File: src/design/nbv_pkg.sv
package nbv_pkg;

	// configuration register indexes
	localparam logic [1:0] REG_SHOW_NONPRINTING = 2'd0;
	localparam logic [1:0] REG_SHOW_TABS        = 2'd1;
	localparam logic [1:0] REG_SHOW_ENDS        = 2'd2;

	// character codes
	localparam logic [7:0] CH_TAB    = 8'd9;
	localparam logic [7:0] CH_LF     = 8'd10;
	localparam logic [7:0] CH_CR     = 8'd13;
	localparam logic [7:0] CH_SPACE  = 8'd32;
	localparam logic [7:0] CH_DOLLAR = 8'd36;
	localparam logic [7:0] CH_MINUS  = 8'd45;
	localparam logic [7:0] CH_QUERY  = 8'd63;
	localparam logic [7:0] CH_M      = 8'd77;
	localparam logic [7:0] CH_CARET  = 8'd94;
	localparam logic [7:0] CH_DEL    = 8'd127;
	localparam logic [7:0] CH_HI_SP  = 8'd160;
	localparam logic [7:0] CH_HI_DEL = 8'd255;
	localparam logic [7:0] CARET_OFS = 8'd64;
	localparam logic [7:0] META_OFS  = 8'd128;

	// most output bytes one item can cause
	localparam int unsigned REC_BYTES = 4;
	localparam int unsigned QUEUE_DEPTH = 4;

	// one expanded item, bytes in output order
	typedef struct packed {
		logic [REC_BYTES-1:0][7:0] bytes;
		logic [1:0]                last_idx;
	} rec_t;

	// configuration write
	typedef struct packed {
		logic       valid;
		logic [1:0] index;
		logic       data;
	} cfg_wr_t;

endpackage

File: src/design/nonprinting_byte_visualizer_top.sv
// Turns a byte stream into visible text: caret notation for control bytes,
// M- notation for high bytes, ^I for tab and $ before newlines as the three
// mode registers select, with a carriage return held for one byte of
// lookahead in the plain modes. Each item (a data byte or an end command)
// expands to zero to four result bytes, the final one flagged by last. The
// front end takes one item per cycle while the queue is not full and places
// its expansion in a four-entry record queue; the back end delivers one byte
// per cycle while pop is held. A long expansion holds the back end until its
// last byte is popped, so such items slow the input, with the queue absorbing
// bursts. A pushed item reaches the output through a queue entry and then the
// record register. Configuration writes are always ready and must be made
// only while the block is idle.
module nonprinting_byte_visualizer_top (
	input  logic       clk,
	input  logic       arst_n,
	input  logic       push,
	output logic       full,
	input  logic       cmd,
	input  logic [7:0] in_byte,
	output logic       empty,
	input  logic       pop,
	output logic [7:0] out_byte,
	output logic       last,
	input  logic       cfg_valid,
	output logic       cfg_ready,
	input  logic [1:0] cfg_index,
	input  logic       cfg_data
);
	import nbv_pkg::*;

	cfg_wr_t cfg_wr;
	rec_t    f_rec, q_rec;
	logic    f_valid, q_nonempty, q_rd, accept;

	assign cfg_ready = 1'b1;
	assign cfg_wr = '{valid: cfg_valid, index: cfg_index, data: cfg_data};
	assign accept = push && !full;

	// classifier
	nbv_front u_front (
		.clk(clk), .arst_n(arst_n), .cfg_wr(cfg_wr), .accept(accept),
		.cmd(cmd), .in_byte(in_byte), .rec_valid(f_valid), .rec(f_rec)
	);

	// record queue
	nbv_queue u_queue (
		.clk(clk), .arst_n(arst_n), .wr_en(f_valid), .wr_rec(f_rec),
		.full(full), .rd_en(q_rd), .nonempty(q_nonempty), .rd_rec(q_rec)
	);

	// byte serialiser
	nbv_back u_back (
		.clk(clk), .arst_n(arst_n), .q_nonempty(q_nonempty), .q_rec(q_rec),
		.q_rd(q_rd), .empty(empty), .pop(pop), .out_byte(out_byte), .last(last)
	);

endmodule

File: src/design/nbv_front.sv
module nbv_front (
	input  logic            clk,
	input  logic            arst_n,
	input  nbv_pkg::cfg_wr_t cfg_wr,
	input  logic            accept,
	input  logic            cmd,
	input  logic [7:0]      in_byte,
	output logic            rec_valid,
	output nbv_pkg::rec_t   rec
);
	import nbv_pkg::*;

	logic show_np_q, show_tabs_q, show_ends_q, cr_held_q;
	logic [1:0][7:0] lb_bytes;
	logic [1:0]      lb_cnt;
	logic [1:0][7:0] pre_bytes;
	logic [1:0]      pre_cnt;
	logic [3:0][7:0] body;
	logic [2:0]      body_cnt;
	logic            set_cr;
	logic [2:0]      total;
	logic [1:0]      sel;

	// line break with optional end marker
	always_comb begin
		if (show_ends_q) begin
			lb_bytes = {CH_LF, CH_DOLLAR};
			lb_cnt = 2'd2;
		end else begin
			lb_bytes = {8'd0, CH_LF};
			lb_cnt = 2'd1;
		end
	end

	// held carriage return resolved ahead of this item
	always_comb begin
		if (cr_held_q && (cmd || in_byte != CH_LF)) begin
			pre_bytes = lb_bytes;
			pre_cnt = lb_cnt;
		end else begin
			pre_bytes = '0;
			pre_cnt = 2'd0;
		end
	end

	// classify the byte itself
	always_comb begin
		body = '0;
		body_cnt = 3'd0;
		set_cr = 1'b0;
		if (!cmd) begin
			if (show_np_q) begin
				if (in_byte >= CH_SPACE) begin
					if (in_byte < CH_DEL) begin
						body[0] = in_byte;
						body_cnt = 3'd1;
					end else if (in_byte == CH_DEL) begin
						body[0] = CH_CARET;
						body[1] = CH_QUERY;
						body_cnt = 3'd2;
					end else begin
						body[0] = CH_M;
						body[1] = CH_MINUS;
						if (in_byte >= CH_HI_SP) begin
							if (in_byte < CH_HI_DEL) begin
								body[2] = in_byte - META_OFS;
								body_cnt = 3'd3;
							end else begin
								body[2] = CH_CARET;
								body[3] = CH_QUERY;
								body_cnt = 3'd4;
							end
						end else begin
							body[2] = CH_CARET;
							body[3] = in_byte - CARET_OFS;
							body_cnt = 3'd4;
						end
					end
				end else if (in_byte == CH_TAB && !show_tabs_q) begin
					body[0] = in_byte;
					body_cnt = 3'd1;
				end else if (in_byte == CH_LF) begin
					body[1:0] = lb_bytes;
					body_cnt = {1'b0, lb_cnt};
				end else begin
					body[0] = CH_CARET;
					body[1] = in_byte + CARET_OFS;
					body_cnt = 3'd2;
				end
			end else if (show_tabs_q || show_ends_q) begin
				if (in_byte == CH_TAB && show_tabs_q) begin
					body[0] = CH_CARET;
					body[1] = in_byte + CARET_OFS;
					body_cnt = 3'd2;
				end else if (in_byte == CH_CR) begin
					body[0] = CH_CARET;
					body[1] = CH_M;
					body_cnt = 3'd2;
					set_cr = 1'b1;
				end else if (in_byte == CH_LF) begin
					body[1:0] = lb_bytes;
					body_cnt = {1'b0, lb_cnt};
				end else begin
					body[0] = in_byte;
					body_cnt = 3'd1;
				end
			end else begin
				body[0] = in_byte;
				body_cnt = 3'd1;
			end
		end
	end

	// pack prefix and body into one record
	always_comb begin
		total = {1'b0, pre_cnt} + body_cnt;
		rec.last_idx = 2'(total - 3'd1);
		sel = 2'd0;
		for (int k = 0; k < REC_BYTES; k++) begin
			sel = 2'(k) - pre_cnt;
			if (2'(k) < pre_cnt && k < 2) begin
				rec.bytes[k] = pre_bytes[k[0]];
			end else begin
				rec.bytes[k] = body[sel];
			end
		end
		rec_valid = accept && (total != 3'd0);
	end

	// mode registers and carriage return state
	always_ff @(posedge clk or negedge arst_n) begin
		if (!arst_n) begin
			show_np_q <= 1'b0;
			show_tabs_q <= 1'b0;
			show_ends_q <= 1'b0;
			cr_held_q <= 1'b0;
		end else begin
			if (cfg_wr.valid) begin
				case (cfg_wr.index)
					REG_SHOW_NONPRINTING: begin
						show_np_q <= cfg_wr.data;
						if (cfg_wr.data) cr_held_q <= 1'b0;
					end
					REG_SHOW_TABS: show_tabs_q <= cfg_wr.data;
					REG_SHOW_ENDS: show_ends_q <= cfg_wr.data;
					default: ;
				endcase
			end
			if (accept) begin
				cr_held_q <= set_cr;
			end
		end
	end

endmodule

File: src/design/nbv_queue.sv
module nbv_queue (
	input  logic          clk,
	input  logic          arst_n,
	input  logic          wr_en,
	input  nbv_pkg::rec_t wr_rec,
	output logic          full,
	input  logic          rd_en,
	output logic          nonempty,
	output nbv_pkg::rec_t rd_rec
);
	import nbv_pkg::*;

	localparam int unsigned PW = $clog2(QUEUE_DEPTH);

	rec_t              mem_q [QUEUE_DEPTH];
	logic [PW-1:0]     wr_ptr_q, rd_ptr_q;
	logic [PW:0]       cnt_q;

	assign full = (cnt_q == (PW+1)'(QUEUE_DEPTH));
	assign nonempty = (cnt_q != '0);
	assign rd_rec = mem_q[rd_ptr_q];

	// record storage
	always_ff @(posedge clk) begin
		if (wr_en) mem_q[wr_ptr_q] <= wr_rec;
	end

	// pointers and fill count
	always_ff @(posedge clk or negedge arst_n) begin
		if (!arst_n) begin
			wr_ptr_q <= '0;
			rd_ptr_q <= '0;
			cnt_q <= '0;
		end else begin
			if (wr_en) wr_ptr_q <= wr_ptr_q + 1'b1;
			if (rd_en) rd_ptr_q <= rd_ptr_q + 1'b1;
			case ({wr_en, rd_en})
				2'b10: cnt_q <= cnt_q + 1'b1;
				2'b01: cnt_q <= cnt_q - 1'b1;
				default: ;
			endcase
		end
	end

endmodule

File: src/design/nbv_back.sv
module nbv_back (
	input  logic          clk,
	input  logic          arst_n,
	input  logic          q_nonempty,
	input  nbv_pkg::rec_t q_rec,
	output logic          q_rd,
	output logic          empty,
	input  logic          pop,
	output logic [7:0]    out_byte,
	output logic          last
);
	import nbv_pkg::*;

	rec_t       rec_q;
	logic [1:0] idx_q;
	logic       valid_q;
	logic       take, fin;

	// current byte of the record in hand
	assign empty = !valid_q;
	assign out_byte = rec_q.bytes[idx_q];
	assign last = (idx_q == rec_q.last_idx);
	assign take = pop && valid_q;
	assign fin = take && last;
	assign q_rd = q_nonempty && (!valid_q || fin);

	// record register
	always_ff @(posedge clk) begin
		if (q_rd) rec_q <= q_rec;
	end

	// byte index and valid
	always_ff @(posedge clk or negedge arst_n) begin
		if (!arst_n) begin
			valid_q <= 1'b0;
			idx_q <= '0;
		end else if (q_rd) begin
			valid_q <= 1'b1;
			idx_q <= '0;
		end else if (fin) begin
			valid_q <= 1'b0;
		end else if (take) begin
			idx_q <= idx_q + 1'b1;
		end
	end

endmodule

File: config.mk
export PLATFORM = sky130hd
export DESIGN_NAME = nonprinting_byte_visualizer_top
export DESIGN_NICKNAME = d
export VERILOG_FILES = /design/src/design/nbv_pkg.sv /design/src/design/nonprinting_byte_visualizer_top.sv /design/src/design/nbv_front.sv /design/src/design/nbv_queue.sv /design/src/design/nbv_back.sv
export SDC_FILE = /design/constraint.sdc
export NUM_CORES = 1
export LEC_CHECK = 0
export ABC_AREA = 1
export BUFFER_PORTS_ARGS = -buffer_cell sky130_fd_sc_hd__buf_2
export CAP_MARGIN = 10
export CORE_ASPECT_RATIO = 1.5
export CORE_UTILIZATION = 60
export DETAILED_ROUTE_END_ITERATION = 16
export PLACE_DENSITY_LB_ADDON = 0.12
export SYNTH_ARGS = -nofsm -noshare
export SYNTH_HDL_FRONTEND = slang
export SYNTH_SLANG_ARGS = --single-unit
File: constraint.sdc
create_clock -name clk -period 7.8 [get_ports clk]
set_input_delay 0 -clock clk [delete_from_list [all_inputs] [get_ports clk]]
set_output_delay 0 -clock clk [all_outputs]
set_load 0.005 [all_outputs]
; After elaboration in Yosys (flattened, before gate mapping)
; Memories as Yosys holds them, arrays and structs flattened. A register that Yosys moved wholly into a read port is not among the register bits.
; Cells that the tools add are included.
[classes]
addsub = 14
order_cmp = 11
eq_ne = 12
muxes = 67
n_reduce_logical = 28
[ops]
columns = op, n
row1 = 16-bit two-way mux, 10
row2 = 8-bit two-way mux, 15
row3 = 8-bit binary-select mux with 2-bit select, 5
row4 = 32-bit two-way mux, 1
row5 = 3-bit two-way mux, 10
row6 = "8-bit by 4-bit == test with 1-bit output, second input constant", 3
row7 = 24-bit two-way mux, 1
row8 = 2-bit two-way mux, 8
row9 = "2-bit by 3-bit less-than comparator with 1-bit output, second input constant", 5
row10 = 1-bit two-way mux, 13
row11 = 13-bit two-way mux, 1
row12 = 12-bit two-way mux, 1
row13 = 2-bit nonzero test, 6
row14 = "8-bit by 7-bit adder with 8-bit output, second input constant", 1
row15 = "8-bit by 7-bit == test with 1-bit output, second input constant", 1
row16 = "8-bit by 6-bit >= comparator with 1-bit output, second input constant", 1
row17 = "8-bit >= comparator, second input constant", 1
row18 = 1-bit logical AND, 8
row19 = "8-bit by 7-bit less-than comparator with 1-bit output, second input constant", 1
row20 = "8-bit less-than comparator, second input constant", 1
row21 = "8-bit by 4-bit != test with 1-bit output, second input constant", 1
row22 = 2-bit AND reduction, 4
row23 = "8-bit by 7-bit subtractor with 8-bit output, second input constant", 1
row24 = "8-bit subtractor, second input constant", 1
row25 = other kinds (20), 32
[word_totals]
ff_bits = 14
ramBits = 136
out_inout_bits = 12
wordCells = 142
n_memories = 1
[memory_table]
columns = memory, depth, word_bits, rd, rd_ports_with_merged_regs, write_ports, line
row1 = u_queue.mem_q, 4, 34, 1, 1, 1, nbv_queue.sv:15  ; rec_t mem_q [QUEUE_DEPTH];

; Logic depth before layout (Yosys ltp)
[depth]
word_depth = 13
mapped_depth = 23

; Cells and area by module
; A second synthesis with hierarchy kept.
[hier_totals]
cells_unflattened = 988
area_unflattened_um2 = 9359.0
[by_module_without_submodules]
columns = mod, instances, cells_each, area_each_um2, seq_area_each_um2
row1 = nbv_queue, 1, 512, 5890.6, 4259.1
row2 = nbv_front, 1, 361, 1965.6, 100.1
row3 = nbv_back, 1, 111, 1481.4, 1096.1
row4 = nonprinting_byte_visualizer_top, 1, 4, 21.3, 0.0

; Worst setup path before layout
; Ideal clock, no wire load.
[synth_timing]
path_type = reg-to-reg
start = register u_front.show_ends_q
end = memory u_queue.mem_q[0][0] (netlist name), enable pin
setup_time_ns = 0.425
arrival_time_ns = 3.707
required_time_ns = 7.375
path_slack_ns = 3.668
path_stages_with_launch = 16
n_path_buf = 1
path_cell_list = dfrtp_1 -> clkbuf_1 -> inv_1 -> nand3_1 -> nand2_1 -> inv_1 -> nand2_1 -> o31ai_1 -> nor2_1 -> ha_1 -> fa_1 -> inv_1 -> ha_1 -> nand3_2 -> nand2_4 -> nor2_1
[synth_between]
elab_chain_cells = 12
[synth_lines]
columns = element, line
row1 = "start, declared", nbv_front.sv:13  ; logic show_np_q, show_tabs_q, show_ends_q, cr_held_q;
row2 = "start signal, assigned", nbv_front.sv:145  ; REG_SHOW_ENDS: show_ends_q <= cfg_wr.data;
row3 = 2-bit two-way mux, nbv_front.sv:26  ; if (show_ends_q) begin
row4 = 2-bit two-way mux, nbv_front.sv:100  ; end else if (in_byte == CH_LF) begin
row5 = 3-bit two-way mux, nbv_front.sv:95  ; end else if (in_byte == CH_CR) begin
row6 = 3-bit two-way mux, nbv_front.sv:91  ; if (in_byte == CH_TAB && show_tabs_q) begin
row7 = 3-bit two-way mux, nbv_front.sv:90  ; end else if (show_tabs_q || show_ends_q) begin
row8 = 3-bit two-way mux, nbv_front.sv:52  ; if (show_np_q) begin
row9 = 3-bit two-way mux, nbv_front.sv:51  ; if (!cmd) begin
row10 = 2-bit by 3-bit adder with 3-bit output *, nbv_front.sv:116  ; total = {1'b0, pre_cnt} + body_cnt;
row11 = 3-bit nonzero test *, nbv_front.sv:127  ; rec_valid = accept && (total != 3'd0);
row12 = 1-bit logical AND *, nbv_front.sv:127
row13 = 1-bit two-way mux *, nbv_queue.sv:25  ; if (wr_en) mem_q[wr_ptr_q] <= wr_rec;
row14 = 1-bit two-way mux (implied by the code) *, nbv_queue.sv:25
row15 = "end, declared", nbv_queue.sv:15
; Mark *: on every way between the ends. The rest lies on a longest branch, timed or not.

; Worst setup path after layout
[layout_timing]
start = register u_front.show_ends_q
end = memory u_queue.mem_q[3][17] (netlist name), enable pin
; Same word-level chain as after synthesis.

==> impl_metrics.json <==
{
  "wl_met1_microns": 7660,
  "fin_crit_sh_pct": 49.1,
  "worstMarginPinSlew_ns": 1.19,
  "path_cells": "inv_1 > nand3_1 > nand2_1 > inv_1 > nand2_1 > o31ai_1 > nor2_1 > ha_1 > fa_1 > inv_1 > ha_1 > nand3_2 > nand2_4 > nor2_4",
  "syn_avg_cell_area_sq_um": 10.5,
  "grt_max_degree": 71,
  "grt_pass1_wl_microns": 32400,
  "r2r_slack_ns": 3.97,
  "hold_viol": 0,
  "critPathMaxStageDelay_ns": 0.83,
  "critPathCaptureType": "flip-flop",
  "finalSetupViolCount": 0,
  "cp_top_family": "simple AND/OR/NAND/NOR gates",
  "ys_top_cells_by_area": "edfxtp_1 59%, o21ai_0 6.8%, nor2_1 5.4%",
  "async_flop_share_pct": 7.61,
  "routed-wl-met2_microns": 11600,
  "antenna_found_initial": 0,
  "rows": 53,
  "root_buffer": "clkbuf_16",
  "initial_core_util_pct": 61.3,
  "crit_path_start_kind": "flip-flop",
  "cpMostUsedCell": "inv_1",
  "drt_iter0_markers": 418,
  "syn-num-nets": 851,
  "critical_path_buf_inv_count": 3,
  "areaGrowthSynthToFinish_pct": 10.9,
  "num_io_pins": 29,
  "yosys-top-cells-count": "170 x edfxtp_1, 123 x nor2_1, 117 x o21ai_0",
  "rsz0062_at_grt": "false",
  "syn_inst": 820,
  "clk_pin_slew_ns": 0.08,
  "drive_gt1_share_pct": 10.1,
  "h-tree-depth": 4,
  "worstHoldPathType": "input pin to async pin",
  "yosysMostFrequentCell": "edfxtp_1",
  "slew_violations": 0,
  "overflow": 0,
  "synthFlopType": "edfxtp_1",
  "hold_ws_ns": 0.0153,
  "top_layer_used": "met4",
  "grt.total_usage_pct": 30.3,
  "tritoncts": "yes",
  "yosysUniqueCellTypes": 42,
  "fin_nets": 871,
  "vias_per_cell": 5.98,
  "die_x_microns": 99.7,
  "antenna_cells": 0,
  "finalSetupTns_ns": 0,
  "core_area_sq_um": 14000,
  "die_area_sq_um": 14800,
  "path_class": "flip-flop to flip-flop",
  "synth_area_sq_um": 8580,
  "yosysWarnings": 0,
  "synth-edff-count": 170,
  "die_y_microns": 148,
  "routed_wl_microns": 21600,
  "crit_required_ns": 7.83,
  "status": "complete, no violations",
  "ys_ff_latch": 184,
  "placed_cell_area_sq_um": 8830,
  "drc": 0,
  "clockBufferDepth": 2,
  "cp_slowest_cell": "nor2_4",
  "wl_per_cell_microns": 20.6,
  "cts_buffers": 17,
  "synth_top_area_share_pct": 59.5,
  "dr.pass1.iters": 5,
  "synth_top_cell_by_area": "edfxtp_1",
  "cp.arrival_ns": 3.86,
  "vias": 6254,
  "grt_pass1_vias": 6065,
  "leakagePower_nw": 3.58,
  "maxCapViolations": 0,
  "dp_hpwl_microns": 14900,
  "gp_congestion": 0.986,
  "fmax_ghz": 0.261,
  "powerDensity_nw_per_um2": 324,
  "final_antenna_net_count": 0,
  "cp_max_fo": 34,
  "cts_sinks": 184,
  "synth_seq_area_share_pct": 63.6,
  "fin_crit_ns": 3.83,
  "total_power_w": 0.00309,
  "dr_wl_met3_microns": 1130,
  "fin_worst_skew_ns": 0.0163,
  "peakVddDrop_uv": 238,
  "clock_latency_ns": 0.43,
  "io_buffer_count": 27,
  "relSlewSlack_pct": 20.4,
  "finalInstanceArea_sq_um": 9520
}
placed cells by master, fill, tap and decap left out, types with 3 or more instances in the layout:
master / Yosys / routed
buf_4: 3 / 3
nor2_1: 123 / 119
clkinv_8: 0 / 4
a21oi_1: 24 / 24
o22ai_1: 46 / 46
dlygate4sd3_1: 0 / 10
o221ai_1: 3 / 3
nand2_2: 4 / 4
o21ai_0: 117 / 117
nor2_4: 1 / 5
ha_1: 12 / 12
nand2_4: 4 / 4
buf_2: 3 / 27
inv_2: 5 / 5
nand3_1: 51 / 51
clkbuf_16: 0 / 17
nor3_1: 3 / 3
inv_6: 0 / 4
nand2_1: 113 / 113
xnor2_1: 3 / 3
edfxtp_1: 170 / 170
dfrtp_1: 14 / 13
inv_1: 52 / 52
nand4_1: 10 / 10
logic make-up after synthesis:
group,Yosys count,synth area share (%)
fa+ha+maj,14,2.22
xor+xnor,5,0.510
simple gates,317,16.1
other cells,1,0.0437
flops,184,63.6
buf+inv,97,4.59
compound gates,202,13.0
layer usage:
layer	vias to the layer above	global-route usage, %
li1	2950	-
met1	2970	32.4
met2	274	55.5
met3	60	4.89
met4	0	18.2
met5	-	0
final cells by class:
type | instances | area, sq um
tap | 192 | 240
clock inverter | 14 | 155
inverter | 58 | 218
fill | 1012 | 4470
multi-input combinational | 539 | 2760
sequential | 184 | 5460
timing repair buffer | 40 | 258
clock buffer | 18 | 429
worst register-to-register path: cells and delay by family, from the launching register on:
family	cells	cell delay, ns
buf+inv	3	0.29
flops	1	0.58
fa+ha+maj	3	0.87
simple gates	7	1.44
compound gates	1	0.22
power by group:
| group | internal (W) | leakage [nW] | switching [W] | total, W |
|---|---|---|---|---|
| clock network | 0.000427 | 0.277 | 0.000389 | 0.000817 |
| registers | 0.00132 | 1.73 | 0.000128 | 0.00145 |
| logic | 0.000260 | 1.58 | 0.000563 | 0.000823 |
| total | 0.00201 | 3.58 | 0.00108 | 0.00309 |
state kept, by name (all words and copies together) (netlist names):
signal and flops:
u_front.cr_held_q 1, u_front.show_tabs_q 1, u_queue.mem_q 136, u_front.show_np_q 1
u_queue.cnt_q 3, u_back.valid_q 1, u_back.rec_q 34, u_queue.wr_ptr_q 2
u_queue.rd_ptr_q 2, u_front.show_ends_q 1, u_back.idx_q 2
final timing paths:
kind,startpoint,to,cells past startpoint
max,u_front.show_ends_q,u_queue.mem_q[3][17],14
min,arst_n,u_front.show_tabs_q,2
max reg2reg,u_front.show_ends_q,u_queue.mem_q[3][17],14
min reg2reg,u_queue.cnt_q[0],u_queue.cnt_q[0],1
max in group asynchronous,arst_n,u_queue.rd_ptr_q[0],2
min in group clk,in_byte[2],u_front.cr_held_q,5
through the flow:
step	utilization [%]	setup WS, ns	std cells
final	68.0	3.97	1045
after global routing	68.0	3.73	1045
after CTS	68.0	3.96	1045
after detailed placement	63.1	3.67	1003
after global placement	63.1	3.78	1003
after floorplan	-	3.67	820
repair_timing:
item / in CTS / in global routing
gates resized for setup: 0 / 0
buffers inserted: 0 / 0
hold buffers: 10 / 0
endpoints found under the setup margin: 0 / 0
endpoints found under the hold margin: 20 / 0
Power figures use the tool's default switching activity.
